**src/design/dur_pkg.sv**
```systemverilog
`timescale 1ns / 1ps

package dur_pkg;

  localparam int unsigned FIFO_DEPTH = 64;

  localparam logic [13:0] DIV_LO_RESET   = 14'd243;
  localparam logic [2:0]  DIV_HI_RESET   = 3'd0;
  localparam logic [7:0]  FRAME_RESET    = 8'h18;
  localparam logic [1:0]  LOOPBACK_RESET = 2'b11;
  localparam logic [7:0]  SEL_READ_BIT   = 8'h40;

  typedef enum logic [1:0] {
    CMD_TICK  = 2'd0,
    CMD_WRITE = 2'd1,
    CMD_READ  = 2'd2,
    CMD_RECV  = 2'd3
  } cmd_e;

  typedef enum logic [1:0] {
    PORT_DATA   = 2'd0,
    PORT_SELECT = 2'd1,
    PORT_FRAME  = 2'd2,
    PORT_STATUS = 2'd3
  } port_e;

  // per channel operation decoded from one item
  typedef struct packed {
    logic       tick;
    logic       wr;
    logic       rd;
    logic       rx;
    logic       div_hi_we;
    port_e      port;
    logic [7:0] data;
  } chan_op_t;

  // per channel response to one item
  typedef struct packed {
    logic [7:0] rd_val;
    logic       pop;
    logic       txv;
    logic       txi;
    logic       rxi;
  } chan_resp_t;

endpackage

```
**src/design/dur_chan.sv**
```systemverilog
`timescale 1ns / 1ps

module dur_chan #(
  parameter int unsigned FifoDepth = dur_pkg::FIFO_DEPTH
) (
  input  logic                 clk_i,
  input  logic                 rst_ni,
  input  logic                 adv_i,
  input  dur_pkg::chan_op_t    op_i,
  input  logic                 loopback_i,
  output dur_pkg::chan_resp_t  resp_o,
  output logic [7:0]           rx_byte_o,
  output logic [7:0]           tx_byte_o
);

  localparam int unsigned AW = $clog2(FifoDepth);
  localparam int unsigned FW = $clog2(FifoDepth + 1);
  localparam int unsigned SW = FW + 1;
  localparam logic [FW-1:0] Full     = FW'(FifoDepth);
  localparam logic [AW-1:0] LastSlot = AW'(FifoDepth - 1);
  localparam logic [FW+1:0] HighMark = (FW + 2)'(3 * FifoDepth);

  logic [AW-1:0] tx_head_q, tx_head_d, rx_head_q, rx_head_d;
  logic [FW-1:0] tx_fill_q, tx_fill_d, rx_fill_q, rx_fill_d;
  logic [13:0]   div_lo_q, div_lo_d;
  logic [2:0]    div_hi_q, div_hi_d;
  logic [7:0]    frame_q, frame_d;
  logic          sending_q, sending_d;
  logic [20:0]   timer_q, timer_d;
  logic          ovf_q, ovf_d;

  logic [7:0]    tx_mem [FifoDepth];
  logic [7:0]    rx_mem [FifoDepth];
  logic [7:0]    tx_rd_q, rx_rd_q;

  // receive writes land in the cycle after the item, so loopback bytes can come from tx_rd_q
  logic          wr_pend_q;
  logic          wr_lb_q;
  logic [AW-1:0] wr_addr_q;
  logic [7:0]    wr_data_q;
  logic [7:0]    rx_wdata;

  logic [16:0]   presc;
  logic [16:0]   presc_eff;
  logic [3:0]    char_bits;
  logic [20:0]   byte_time;
  logic [20:0]   timer_dec;
  logic          start;
  logic          rx_in;
  logic          rx_lb;
  logic          rx_push;
  logic          tx_we;
  logic [AW-1:0] tx_slot;
  logic [AW-1:0] rx_slot;

  function automatic logic [AW-1:0] wrap_next(input logic [AW-1:0] h);
    return (h == LastSlot) ? '0 : h + 1'b1;
  endfunction

  function automatic logic [AW-1:0] slot_of(input logic [AW-1:0] h, input logic [FW-1:0] f);
    logic [SW-1:0] s;
    s = SW'(h) + SW'(f);
    if (s >= SW'(FifoDepth)) begin
      s = s - SW'(FifoDepth);
    end
    return s[AW-1:0];
  endfunction

  assign presc      = {div_hi_q, div_lo_q};
  assign presc_eff  = (presc == '0) ? 17'd1 : presc;
  assign char_bits  = 4'd7 + {2'b00, frame_q[4:3]} + {3'b000, frame_q[2]} + {3'b000, frame_q[0]};
  assign byte_time  = 21'(presc_eff) * 21'(char_bits);
  assign timer_dec  = (timer_q != '0) ? timer_q - 21'd1 : timer_q;
  assign tx_slot    = slot_of(tx_head_q, tx_fill_q);
  assign rx_slot    = slot_of(rx_head_q, rx_fill_q);
  assign rx_wdata   = wr_lb_q ? tx_rd_q : wr_data_q;

  always_comb begin
    tx_head_d = tx_head_q;
    tx_fill_d = tx_fill_q;
    rx_head_d = rx_head_q;
    rx_fill_d = rx_fill_q;
    div_lo_d  = div_lo_q;
    div_hi_d  = div_hi_q;
    frame_d   = frame_q;
    sending_d = sending_q;
    timer_d   = timer_q;
    ovf_d     = ovf_q;
    resp_o    = '0;
    start     = 1'b0;
    rx_in     = 1'b0;
    rx_lb     = 1'b0;
    rx_push   = 1'b0;
    tx_we     = 1'b0;

    // transmitter, frozen while the channel is held in reset
    if (op_i.tick && !frame_q[7]) begin
      if (sending_q) begin
        timer_d = timer_dec;
        if (timer_dec == '0) begin
          sending_d = 1'b0;
          if (tx_fill_q != '0) begin
            start = 1'b1;
          end else begin
            resp_o.txi = 1'b1;
          end
        end
      end else if (tx_fill_q != '0) begin
        start = 1'b1;
      end
    end

    if (start) begin
      tx_head_d = wrap_next(tx_head_q);
      tx_fill_d = tx_fill_q - 1'b1;
      sending_d = 1'b1;
      timer_d   = byte_time;
      if (loopback_i) begin
        rx_in = 1'b1;
        rx_lb = 1'b1;
      end else begin
        resp_o.txv = 1'b1;
      end
    end

    if (op_i.rx) begin
      rx_in = 1'b1;
    end

    if (rx_in) begin
      if (rx_fill_q == Full) begin
        ovf_d = 1'b1;
      end else begin
        rx_push    = 1'b1;
        rx_fill_d  = rx_fill_q + 1'b1;
        resp_o.rxi = 1'b1;
      end
    end

    if (op_i.div_hi_we) begin
      div_hi_d = op_i.data[2:0];
    end

    if (op_i.wr) begin
      case (op_i.port)
        dur_pkg::PORT_DATA: begin
          if (op_i.data[7]) begin
            div_lo_d = {op_i.data[6:0], div_lo_q[6:0]};
          end else begin
            div_lo_d = {div_lo_q[13:7], op_i.data[6:0]};
          end
        end
        dur_pkg::PORT_FRAME: begin
          frame_d = op_i.data;
          if (op_i.data[7]) begin
            tx_head_d = '0;
            tx_fill_d = '0;
            rx_head_d = '0;
            rx_fill_d = '0;
            sending_d = 1'b0;
            timer_d   = '0;
            ovf_d     = 1'b0;
          end
        end
        dur_pkg::PORT_STATUS: begin
          if (tx_fill_q != Full) begin
            tx_we     = 1'b1;
            tx_fill_d = tx_fill_q + 1'b1;
          end
        end
        default: begin
        end
      endcase
    end

    if (op_i.rd) begin
      case (op_i.port)
        dur_pkg::PORT_DATA: begin
          if (rx_fill_q != '0) begin
            resp_o.pop = 1'b1;
            rx_head_d  = wrap_next(rx_head_q);
            rx_fill_d  = rx_fill_q - 1'b1;
          end
        end
        dur_pkg::PORT_SELECT: begin
          resp_o.rd_val = {5'b00000, div_hi_q};
        end
        dur_pkg::PORT_FRAME: begin
          resp_o.rd_val = frame_q;
        end
        dur_pkg::PORT_STATUS: begin
          resp_o.rd_val = {3'b000,
                           (tx_fill_q == '0) && !sending_q,
                           {rx_fill_q, 2'b00} >= HighMark,
                           ovf_q,
                           tx_fill_q == Full,
                           rx_fill_q != '0};
          ovf_d = 1'b0;
        end
        default: begin
        end
      endcase
    end
  end

  always_ff @(posedge clk_i or negedge rst_ni) begin
    if (!rst_ni) begin
      tx_head_q <= '0;
      tx_fill_q <= '0;
      rx_head_q <= '0;
      rx_fill_q <= '0;
      div_lo_q  <= dur_pkg::DIV_LO_RESET;
      div_hi_q  <= dur_pkg::DIV_HI_RESET;
      frame_q   <= dur_pkg::FRAME_RESET;
      sending_q <= 1'b0;
      timer_q   <= '0;
      ovf_q     <= 1'b0;
      wr_pend_q <= 1'b0;
    end else begin
      wr_pend_q <= adv_i && rx_push;
      if (adv_i) begin
        tx_head_q <= tx_head_d;
        tx_fill_q <= tx_fill_d;
        rx_head_q <= rx_head_d;
        rx_fill_q <= rx_fill_d;
        div_lo_q  <= div_lo_d;
        div_hi_q  <= div_hi_d;
        frame_q   <= frame_d;
        sending_q <= sending_d;
        timer_q   <= timer_d;
        ovf_q     <= ovf_d;
      end
    end
  end

  always_ff @(posedge clk_i) begin
    if (adv_i) begin
      wr_lb_q   <= rx_lb;
      wr_addr_q <= rx_slot;
      wr_data_q <= op_i.data;
    end
  end

  always_ff @(posedge clk_i) begin
    if (adv_i && tx_we) begin
      tx_mem[tx_slot] <= op_i.data;
    end
    if (adv_i) begin
      tx_rd_q <= tx_mem[tx_head_q];
    end
  end

  // write-first on the pending receive write so a pop right behind a push sees the byte
  always_ff @(posedge clk_i) begin
    if (wr_pend_q) begin
      rx_mem[wr_addr_q] <= rx_wdata;
    end
    if (adv_i) begin
      rx_rd_q <= (wr_pend_q && (wr_addr_q == rx_head_q)) ? rx_wdata : rx_mem[rx_head_q];
    end
  end

  assign rx_byte_o = rx_rd_q;
  assign tx_byte_o = tx_rd_q;

endmodule

```
**src/design/dual_uart_register_block.sv**
```systemverilog
`timescale 1ns / 1ps

// Two UART channels behind four byte ports, driven one item per transfer.
// Input stream: tdata carries the byte, tuser carries command, port and the
// receiving channel. Command tick advances both transmitter timers by one
// count; write and read act on the channel picked by the select port; receive
// pushes a serial byte into the named channel's receive FIFO.
// Output stream: one result per item with the read value, the transmitted
// bytes with their valid bits, and the transmit and receive interrupt bits.
// Configuration: a separate write channel sets the loopback mask, always ready.
// Throughput: one item per clock cycle while results are taken; the channel
// logic is combinational between the input register and the result register.
// Path: an item taken into the input register passes the channel logic into the
// result register as soon as the result stage is free; FIFO reads come out of
// registered memory reads in the result stage.
// Reset: FIFOs empty, transmitters idle, prescaler 243, frame 8N1, channel 0
// selected, loopback on for both channels. No clearing pass is needed.
// Stall: a held result keeps the input register filled with the next item;
// after that tready drops until the result is taken.

module dual_uart_register_block #(
  parameter int unsigned FifoDepth = dur_pkg::FIFO_DEPTH
) (
  input  logic        clk_i,
  input  logic        rst_ni,

  input  logic        s_axis_tvalid,
  output logic        s_axis_tready,
  input  logic [7:0]  s_axis_tdata,   // data
  input  logic [4:0]  s_axis_tuser,   // command[1:0], port[3:2], channel[4]

  output logic        m_axis_tvalid,
  input  logic        m_axis_tready,
  // read_data[7:0], tx_valid[9:8], tx_byte_zero[17:10], tx_byte_one[25:18],
  // tx_irq[27:26], rx_irq[29:28], zero[31:30]
  output logic [31:0] m_axis_tdata,

  input  logic        cfg_valid_i,
  output logic        cfg_ready_o,
  input  logic [1:0]  cfg_data_i
);

  logic                s1_valid_q, s1_valid_d;
  dur_pkg::cmd_e       cmd_q;
  dur_pkg::port_e      port_q;
  logic [7:0]          data_q;
  logic                chan_q;
  logic                sel_q, sel_d;
  logic [1:0]          loopback_q;

  logic                in_xfer;
  logic                adv;
  logic                out_valid_q, out_valid_d;

  dur_pkg::chan_op_t   op [2];
  dur_pkg::chan_resp_t resp [2];
  logic [7:0]          rx_byte [2];
  logic [7:0]          tx_byte [2];

  logic [7:0]          rd_val;
  logic [7:0]          out_rd_q;
  logic                out_pop_q;
  logic                out_popch_q;
  logic [1:0]          out_txv_q, out_txi_q, out_rxi_q;
  logic [7:0]          read_data;

  assign cfg_ready_o   = 1'b1;
  assign adv           = s1_valid_q && (!out_valid_q || m_axis_tready);
  assign s_axis_tready = !s1_valid_q || adv;
  assign in_xfer       = s_axis_tvalid && s_axis_tready;

  always_comb begin
    s1_valid_d = s1_valid_q;
    if (in_xfer) begin
      s1_valid_d = 1'b1;
    end else if (adv) begin
      s1_valid_d = 1'b0;
    end
    out_valid_d = out_valid_q;
    if (adv) begin
      out_valid_d = 1'b1;
    end else if (m_axis_tready) begin
      out_valid_d = 1'b0;
    end
    sel_d = sel_q;
    if (cmd_q == dur_pkg::CMD_WRITE && port_q == dur_pkg::PORT_SELECT) begin
      sel_d = data_q[6];
    end
  end

  always_ff @(posedge clk_i or negedge rst_ni) begin
    if (!rst_ni) begin
      s1_valid_q  <= 1'b0;
      out_valid_q <= 1'b0;
      sel_q       <= 1'b0;
      loopback_q  <= dur_pkg::LOOPBACK_RESET;
    end else begin
      s1_valid_q  <= s1_valid_d;
      out_valid_q <= out_valid_d;
      if (adv) begin
        sel_q <= sel_d;
      end
      if (cfg_valid_i) begin
        loopback_q <= cfg_data_i;
      end
    end
  end

  always_ff @(posedge clk_i) begin
    if (in_xfer) begin
      cmd_q  <= dur_pkg::cmd_e'(s_axis_tuser[1:0]);
      port_q <= dur_pkg::port_e'(s_axis_tuser[3:2]);
      chan_q <= s_axis_tuser[4];
      data_q <= s_axis_tdata;
    end
  end

  for (genvar c = 0; c < 2; c++) begin : g_chan
    always_comb begin
      op[c].tick      = cmd_q == dur_pkg::CMD_TICK;
      op[c].wr        = (cmd_q == dur_pkg::CMD_WRITE) && (sel_q == 1'(c));
      op[c].rd        = (cmd_q == dur_pkg::CMD_READ) && (sel_q == 1'(c));
      op[c].rx        = (cmd_q == dur_pkg::CMD_RECV) && (chan_q == 1'(c));
      // the prescaler top part goes to the newly selected channel
      op[c].div_hi_we = (cmd_q == dur_pkg::CMD_WRITE) && (port_q == dur_pkg::PORT_SELECT)
                        && data_q[4] && (data_q[6] == 1'(c));
      op[c].port      = port_q;
      op[c].data      = data_q;
    end

    dur_chan #(
      .FifoDepth (FifoDepth)
    ) u_chan (
      .clk_i      (clk_i),
      .rst_ni     (rst_ni),
      .adv_i      (adv),
      .op_i       (op[c]),
      .loopback_i (loopback_q[c]),
      .resp_o     (resp[c]),
      .rx_byte_o  (rx_byte[c]),
      .tx_byte_o  (tx_byte[c])
    );
  end

  always_comb begin
    rd_val = resp[sel_q].rd_val;
    if (cmd_q == dur_pkg::CMD_READ && port_q == dur_pkg::PORT_SELECT && sel_q) begin
      rd_val = rd_val | dur_pkg::SEL_READ_BIT;
    end
  end

  always_ff @(posedge clk_i) begin
    if (adv) begin
      out_rd_q    <= rd_val;
      out_pop_q   <= resp[sel_q].pop;
      out_popch_q <= sel_q;
      out_txv_q   <= {resp[1].txv, resp[0].txv};
      out_txi_q   <= {resp[1].txi, resp[0].txi};
      out_rxi_q   <= {resp[1].rxi, resp[0].rxi};
    end
  end

  // popped bytes come straight from the registered FIFO read
  assign read_data     = out_pop_q ? rx_byte[out_popch_q] : out_rd_q;
  assign m_axis_tvalid = out_valid_q;
  assign m_axis_tdata  = {2'b00,
                          out_rxi_q,
                          out_txi_q,
                          out_txv_q[1] ? tx_byte[1] : 8'h00,
                          out_txv_q[0] ? tx_byte[0] : 8'h00,
                          out_txv_q,
                          read_data};

endmodule

```
**config.mk**
```make
export PLATFORM = sky130hd
export DESIGN_NAME = dual_uart_register_block
export DESIGN_NICKNAME = d
export VERILOG_FILES = /design/src/design/dur_pkg.sv /design/src/design/dur_chan.sv /design/src/design/dual_uart_register_block.sv
export SDC_FILE = /design/constraint.sdc
export NUM_CORES = 2
export LEC_CHECK = 0
export BUFFER_PORTS_ARGS = -buffer_cell sky130_fd_sc_hd__buf_4
export CAP_MARGIN = 20
export CELL_PAD_IN_SITES_DETAIL_PLACEMENT = 0
export CELL_PAD_IN_SITES_GLOBAL_PLACEMENT = 1
export CORE_ASPECT_RATIO = 0.5
export CORE_MARGIN = 4
export CORE_UTILIZATION = 55
export CTS_CLUSTER_SIZE = 20
export DETAILED_ROUTE_END_ITERATION = 8
export HOLD_SLACK_MARGIN = 0.12
export PLACE_DENSITY = 0.82
export SETUP_SLACK_MARGIN = 0.05
export SLEW_MARGIN = 20
export SYNTH_ARGS = -nofsm -noshare
export SYNTH_HDL_FRONTEND = slang
export SYNTH_SLANG_ARGS = --single-unit
export TNS_END_PERCENT = 100
```
**constraint.sdc**
```tcl
create_clock -name clk_i -period 10.9 [get_ports clk_i]
set_input_delay 0 -clock clk_i [delete_from_list [all_inputs] [get_ports clk_i]]
set_output_delay 0 -clock clk_i [all_outputs]
set_load 0.01 [all_outputs]
```
# == Yosys cells after proc, flatten, opt, wreduce, memory -nomap -nowiden ==
# Memory sizes are Yosys's and may differ from the RTL's. A register that Yosys moved wholly into a read port is not among the register bits.
# Index checks and enable logic that the tools add are counted.
# word_totals
out_inout_bits,35
ram_bits,2048
memories,4
inputBits,20
elab_cells,328
ff_bits,206
# classes
magnitude_cmp,8
n_eq_ne,16
mul,2
bitwise,6
mux,165
n_reduce_logical,55
n_addsub,28
# mem_list
name,words,width,rd,rd_clocked_by_memory_dff,write_ports,line,rtl
g_chan[0].u_chan.rx_mem,64,8,1,1,1,dur_chan.sv:33,logic [7:0] rx_mem [FifoDepth];
g_chan[0].u_chan.tx_mem,64,8,1,1,1,dur_chan.sv:32,logic [7:0] tx_mem [FifoDepth];
g_chan[1].u_chan.rx_mem,64,8,1,1,1,dur_chan.sv:33,
g_chan[1].u_chan.tx_mem,64,8,1,1,1,dur_chan.sv:32,
# op_table
op,count
21-bit 2-to-1 mux,14
6-bit 2-to-1 mux,28
7-bit 2-to-1 mux,24
1-bit 2-to-1 mux,80
8-bit 2-to-1 mux,8
8-bit case mux with 3 select lines,2
21-bit logical NOT,2
17-bit by 4-bit multiplier with 21-bit output,2
21-bit nonzero test,2
21-bit by 1-bit subtractor with 21-bit output (second input constant),2
12-bit 2-to-1 mux,3
17-bit logical NOT,2
17-bit 2-to-1 mux,2
6-bit by 7-bit adder with 8-bit output,4
8-bit by 7-bit greater-or-equal comparator with 1-bit output (second input constant),4
7-bit by 1-bit adder with 7-bit output (second input constant),4
7-bit equality test (second input constant),4
7-bit case mux with 2 select lines,2
7-bit nonzero test,4
7-bit by 1-bit subtractor with 7-bit output (second input constant),4
6-bit by 1-bit adder with 6-bit output (second input constant),4
6-bit equality test (second input constant),4
6-bit by 1-bit subtractor with 6-bit output (second input constant),4
1-bit logical AND,22
other kinds (18),49

# == Longest topological paths before layout ==
# logic_depth
ltp_word,15
ltp_mapped,22
depth_no_buf,21

# == Modules after synthesis ==
# Synthesis repeated with hierarchy kept, for this count alone.
# unflattened
hier_cells,5263
area_unflattened_um2,97489.8
# by_module_without_submodules
mod,cells_per_inst,n_inst,seq_area_each_um2,area_per_inst_um2
dur_chan (g_chan[0].u_chan),2586,1,33567.2,48033.6
dur_chan (g_chan[1].u_chan),2559,1,33567.2,47877.2
dual_uart_register_block,118,1,998.5,1579.0

# == Worst setup path before layout ==
# No wires, ideal clock.
# synth_timing
path_kind,reg-to-reg
startpoint,register g_chan[1].u_chan.frame_q[3]
endpoint,register g_chan[1].u_chan.timer_q[19]
path_slack_ns,5.519
period_less_slack_ns,5.381
arrival_ns,5.248
path_buffers,1
path_stages_with_launch,22
setup_time_ns,0.132
path_cell_list,dfstp_2 > inv_1 > ha_1 > inv_1 > ha_1 > fa_1 > xnor2_1 > buf_1 > nand2_1 > fa_1 > fa_1 > inv_1 > ha_1 > a211oi_1 > o211ai_1 > a41oi_1 > o21ai_0 > o41a_1 > a21o_1 > a21oi_1 > xor2_1 > o211ai_1
# synth_between
elab_chain_len,8
# synth_lines
item,line,rtl
"start, declared",dur_chan.sv:27,"logic [7:0] frame_q, frame_d;"
"start signal, assigned",dur_chan.sv:214,frame_q <= dur_pkg::FRAME_RESET;
"start signal, assigned",dur_chan.sv:228,frame_q <= frame_d;
3-bit by 2-bit adder with 4-bit output (*),dur_chan.sv:71,"assign char_bits = 4'd7 + {2'b00, frame_q[4:3]} + {3'b000, frame_q[2]} + {3'b000, frame_q[0]};"
4-bit by 1-bit adder with 4-bit output (*) (2 in series),dur_chan.sv:71,
17-bit by 4-bit multiplier with 21-bit output (*),dur_chan.sv:72,assign byte_time = 21'(presc_eff) * 21'(char_bits);
21-bit 2-to-1 mux (*),dur_chan.sv:113,if (start) begin
21-bit 2-to-1 mux,dur_chan.sv:155,if (op_i.data[7]) begin
21-bit 2-to-1 mux,dur_chan.sv:145,case (op_i.port)
21-bit 2-to-1 mux (*),dur_chan.sv:144,if (op_i.wr) begin
"end signal, assigned",dur_chan.sv:230,timer_q <= timer_d;
"end, declared",dur_chan.sv:29,"logic [20:0] timer_q, timer_d;"
# Mark *: on every way between the ends. The rest lies on a longest branch, timed or not.
# A chain may end at the register's enable or synchronous reset.

# == Final worst setup path ==
# Same ends and word-level chain as after synthesis.

==> metrics.log <==
INFO  metric period_minus_slack = 6.11 ns
INFO  metric rr_startpoint = g_chan[1].u_chan.frame_q[3]
INFO  metric synth_top_area_share = 0.659
INFO  metric postCtsSetupBuffers = 0
INFO  metric grt_util_all_layers = 0.242
INFO  metric std_cell_rows = 108
INFO  metric yosys-mux-area-fraction = 0.160
INFO  metric finalWeightedCongestion = 0.857
INFO  metric place_ws = 4.57 ns
INFO  metric r2r_cells = 20
INFO  metric final-hold-violation-count = 0
INFO  metric slew_headroom = 0.252
INFO  metric detail_route.wirelength = 222 mm
INFO  metric cts-htree-levels = 4
INFO  metric timing.clock.skew = 0.0447 ns
INFO  metric netlist_top_cells_area = sky130_fd_sc_hd__edfxtp_1 66%, sky130_fd_sc_hd__mux4_2 14%, sky130_fd_sc_hd__dfrtp_1 3.5%
INFO  metric timing.critical_path.required = 11.58 ns
INFO  metric vias_per_cell = 6.41
INFO  metric critical_path.reg2reg.endpoint = g_chan[1].u_chan.timer_q[19]
INFO  metric worst_path_maximum_fanout = 17
INFO  metric synthAdderAreaFrac = 0.0255
INFO  metric die_area = 184000 µm²
INFO  metric synth_edf_count = 2131
INFO  metric die_h = 305 µm
INFO  metric initial_cell_density_of_the_core = 0.556
INFO  metric layout_worst_path_cycle_share = 0.561
INFO  metric n_antenna_cell = 0
INFO  metric synthesis.area_per_instance = 18.2 µm²
INFO  metric cts_tree = built
INFO  metric n_fill_cell = 12100
INFO  metric ys_seq_elements = 2286
INFO  metric cts_max_path_buffers = 4
INFO  metric synthArstFlopShare = 0.0678
INFO  metric grt_remaining_overflow = 0
INFO  metric number_of_nets_in_the_finished_design = 5611
INFO  metric detail_route.wl_per_cell = 28.0 µm
INFO  metric status = complete, no violations
INFO  metric finalSetupViolations = 0
INFO  metric syn_area = 97100 µm²
INFO  metric worst-slew-pin-transition = 1.12 ns
INFO  metric post_synth_xor_area_fraction = 0.00749
INFO  metric clock-sinks = 2286
INFO  metric vias_in_the_first_global_route = 51200
INFO  metric synth_compound_area_frac = 0.0395
INFO  metric power_per_cell_area = 191 nW/µm²
INFO  metric layout-drive-gt1-share = 0.209
INFO  metric ff2ff_setup_slack = 4.79 ns
INFO  metric synth_top_cell_by_area = sky130_fd_sc_hd__edfxtp_1
INFO  metric placeableCoreArea = 174000 µm²
INFO  metric ios = 55
INFO  metric critical_path_class = flip-flop to flip-flop
INFO  metric fin_ws = 4.79 ns
INFO  metric number_of_drc_violations_after_detailed_routing_iteration_0 = 6445
INFO  metric netlist-cell-type-count = 92
INFO  metric cts_root_buffer_type = sky130_fd_sc_hd__clkbuf_16
INFO  metric worst_setup_hold_path_clk_slew = 0.07 ns
INFO  metric rsz0062_at_grt = no
INFO  metric detailed_placement_hpwl = 135 mm
INFO  metric clock_latency = 0.85 ns
INFO  metric maxSlewViolCount = 0
INFO  metric ys.flop_type = sky130_fd_sc_hd__edfxtp_1
INFO  metric route.antenna.remaining_nets = 0
INFO  metric area_growth_syn_to_layout = 9.79%
INFO  metric first_pass_drt_iterations = 6
INFO  metric grt_start_max_net_pins = 122
INFO  metric num_vias = 51000
INFO  metric max-cap-violations = 0
INFO  metric totalNegativeSetupSlack = 0 ns
INFO  metric yosys.area_share.simple = 0.0505
INFO  metric synth-warning-count = 0
INFO  metric cts_made_buffers = 200
INFO  metric die_extent_in_x = 602 µm
INFO  metric hold_path_class = primary input to asynchronous set/reset pin
INFO  metric start_kind = flip-flop
INFO  metric irDropWorstVdd = 0.000124 V
INFO  metric place.port_buffers = 51
INFO  metric final_core_utilization = 0.611
INFO  metric synth.yosys.seq_area_share = 0.699
INFO  metric worst-endpoint-arrival = 6.79 ns
INFO  metric post-route-drc-count = 0
INFO  metric power.leakage = 33.8 nW
INFO  metric global_route_wire_length_before_repair = 336 mm
INFO  metric max_freq = 0.164 GHz
INFO  metric main_combinational_cell_family_by_area_after_synthesis = multiplexers
INFO  metric grt_antenna_before_repair = 2
INFO  metric kind_of_capture_point_of_the_worst_setup_path = flip-flop
INFO  metric syn_inst = 5343
-- registers in the layout, summed over array words and instances, names as in the netlist, 6 cells and up --
signal,count
g_chan.u_chan.wr_data_q,8
g_chan.u_chan.wr_addr_q,12
data_q,8
g_chan.u_chan.rx_byte_o,16
out_rd_q,8
g_chan.u_chan.div_lo_q,28
g_chan.u_chan.tx_mem,1024
g_chan.u_chan.timer_q,42
g_chan.u_chan.rx_head_q,12
g_chan.u_chan.rx_fill_q,14
g_chan.u_chan.rx_mem,1024
g_chan.u_chan.tx_byte_o,16
g_chan.u_chan.frame_q,16
g_chan.u_chan.div_hi_q,6
g_chan.u_chan.tx_head_q,12
g_chan.u_chan.tx_fill_q,14
-- how the worst max path moves through the flow --
stage / slack [ns] / cells past startpoint / to / from
floorplan: 5.52 / 21 / g_chan[1].u_chan.timer_q[19] / g_chan[1].u_chan.frame_q[3]
global placement: 4.62 / 20 / g_chan[1].u_chan.timer_q[19] / g_chan[1].u_chan.frame_q[3]
detailed placement: 4.57 / 20 / g_chan[1].u_chan.timer_q[19] / g_chan[1].u_chan.frame_q[3]
CTS: 4.51 / 20 / g_chan[1].u_chan.timer_q[19] / g_chan[1].u_chan.frame_q[3]
global route: 4.44 / 20 / g_chan[1].u_chan.timer_q[19] / g_chan[1].u_chan.frame_q[3]
finish: 4.79 / 20 / g_chan[1].u_chan.timer_q[19] / g_chan[1].u_chan.frame_q[3]
-- per-stage QoR --
stage	hold WS [ns]	std cells	total power [mW]	area, µm²
2_1_floorplan	-0.296	5344	12.7	97100
3_3_place_gp	-0.0824	7555	13.5	99900
3_5_place_dp	-0.0811	7555	13.6	99900
4_1_cts	0.214	7949	20.5	107000
5_1_grt	0.263	7949	21.2	107000
6_report	0.250	7949	20.4	107000
-- report_power, final --
group          switching [mW]  internal, mW  leakage, nW
clock                    3.13          3.77         3.01
sequential              0.369          9.90         21.2
combinational            1.91          1.32         9.58
total                    5.40          15.0         33.7
-- cell usage in the layout, fill, tap and decap left out, drive strengths merged, types with 17 or more instances in the layout --
cell type,Yosys,layout
nor3,51,51
o21ai,115,115
o22ai,45,45
a21o,36,36
clkbuf,208,259
xor2,33,33
and2,122,122
o221ai,18,18
buf,67,122
inv,173,180
nand3,69,69
nor2b,19,19
edfxtp,2131,2131
a31oi,23,23
nand2,218,218
xnor2,50,50
fa,66,66
a211oi,49,49
dfstp,18,18
o211ai,17,17
dlygate4sd3,0,40
o31ai,19,19
nor2,382,382
mux4,616,616
mux2,87,87
dfrtp,137,137
or3,27,27
a21oi,119,119
nor4,27,27
clkinv,0,68
ha,92,92
mux2i,66,66
and3,20,20
-- critical path: stages, from the launching register on --
cell and delay [ns]:
sky130_fd_sc_hd__dfstp_2 0.56, sky130_fd_sc_hd__inv_1 0.05, sky130_fd_sc_hd__ha_1 0.26, sky130_fd_sc_hd__inv_1 0.04
sky130_fd_sc_hd__ha_1 0.20, sky130_fd_sc_hd__fa_1 0.44, sky130_fd_sc_hd__xnor2_2 0.61, sky130_fd_sc_hd__nand2_1 0.17
sky130_fd_sc_hd__fa_1 0.51, sky130_fd_sc_hd__fa_1 0.51, sky130_fd_sc_hd__inv_1 0.07, sky130_fd_sc_hd__ha_1 0.29
sky130_fd_sc_hd__a211oi_1 0.39, sky130_fd_sc_hd__o211ai_1 0.20, sky130_fd_sc_hd__a41oi_1 0.41, sky130_fd_sc_hd__o21ai_0 0.24
sky130_fd_sc_hd__o41a_1 0.39, sky130_fd_sc_hd__a21o_1 0.19, sky130_fd_sc_hd__a21oi_1 0.17, sky130_fd_sc_hd__xor2_1 0.17
sky130_fd_sc_hd__o211ai_1 0.10
-- what timing repair did --
action / CTS / global route
hold buffers: 41 / 0
gates resized for setup: 0 / 0
hold endpoints to repair: 146 / 0
-- cell usage after synthesis, types with 23 or more instances --
library cell                  n
sky130_fd_sc_hd__or3_1       27
sky130_fd_sc_hd__xnor2_1     50
sky130_fd_sc_hd__nor2_1     381
sky130_fd_sc_hd__a211oi_1    49
sky130_fd_sc_hd__fa_1        66
sky130_fd_sc_hd__and2_1     122
sky130_fd_sc_hd__xor2_1      33
sky130_fd_sc_hd__a21oi_1    119
sky130_fd_sc_hd__nor4_1      25
sky130_fd_sc_hd__dfrtp_1    137
sky130_fd_sc_hd__a31oi_1     23
sky130_fd_sc_hd__clkbuf_1   208
sky130_fd_sc_hd__mux2_2      87
sky130_fd_sc_hd__mux4_2     616
sky130_fd_sc_hd__inv_1      173
sky130_fd_sc_hd__a21o_1      36
sky130_fd_sc_hd__nand3_1     69
sky130_fd_sc_hd__mux2i_1     66
sky130_fd_sc_hd__edfxtp_1  2131
sky130_fd_sc_hd__buf_1       51
sky130_fd_sc_hd__nand2_1    217
sky130_fd_sc_hd__ha_1        92
sky130_fd_sc_hd__o21ai_0    108
sky130_fd_sc_hd__o22ai_1     45
sky130_fd_sc_hd__nor3_1      50
-- layer usage --
metal	vias to the layer above	global-route usage	routed length, µm
met2	2414	0.377	105000
li1	21600	-	-
met1	26600	0.363	91900
met5	-	0	40
met4	2	0.0558	5220
met3	327	0.0441	20000
-- kinds of logic after synthesis --
family,Yosys count
compound gates,571
xor+xnor,83
fa+ha+maj,158
buf+inv,448
flops,2286
mux,769
other cells,2
simple gates,1026
-- layout make-up --
class                   count  area (µm²)  share of cell area
flip-flops and latches   2286       67900               0.637
well taps                2365        2960              0.0278
clock inverters            94         822             0.00771
repair buffers            162        1360              0.0128
multi-input cells        2610       27500               0.258
inverters                 173         654             0.00614
clock buffers             259        5350              0.0502
Power figures use the tool's default switching activity.
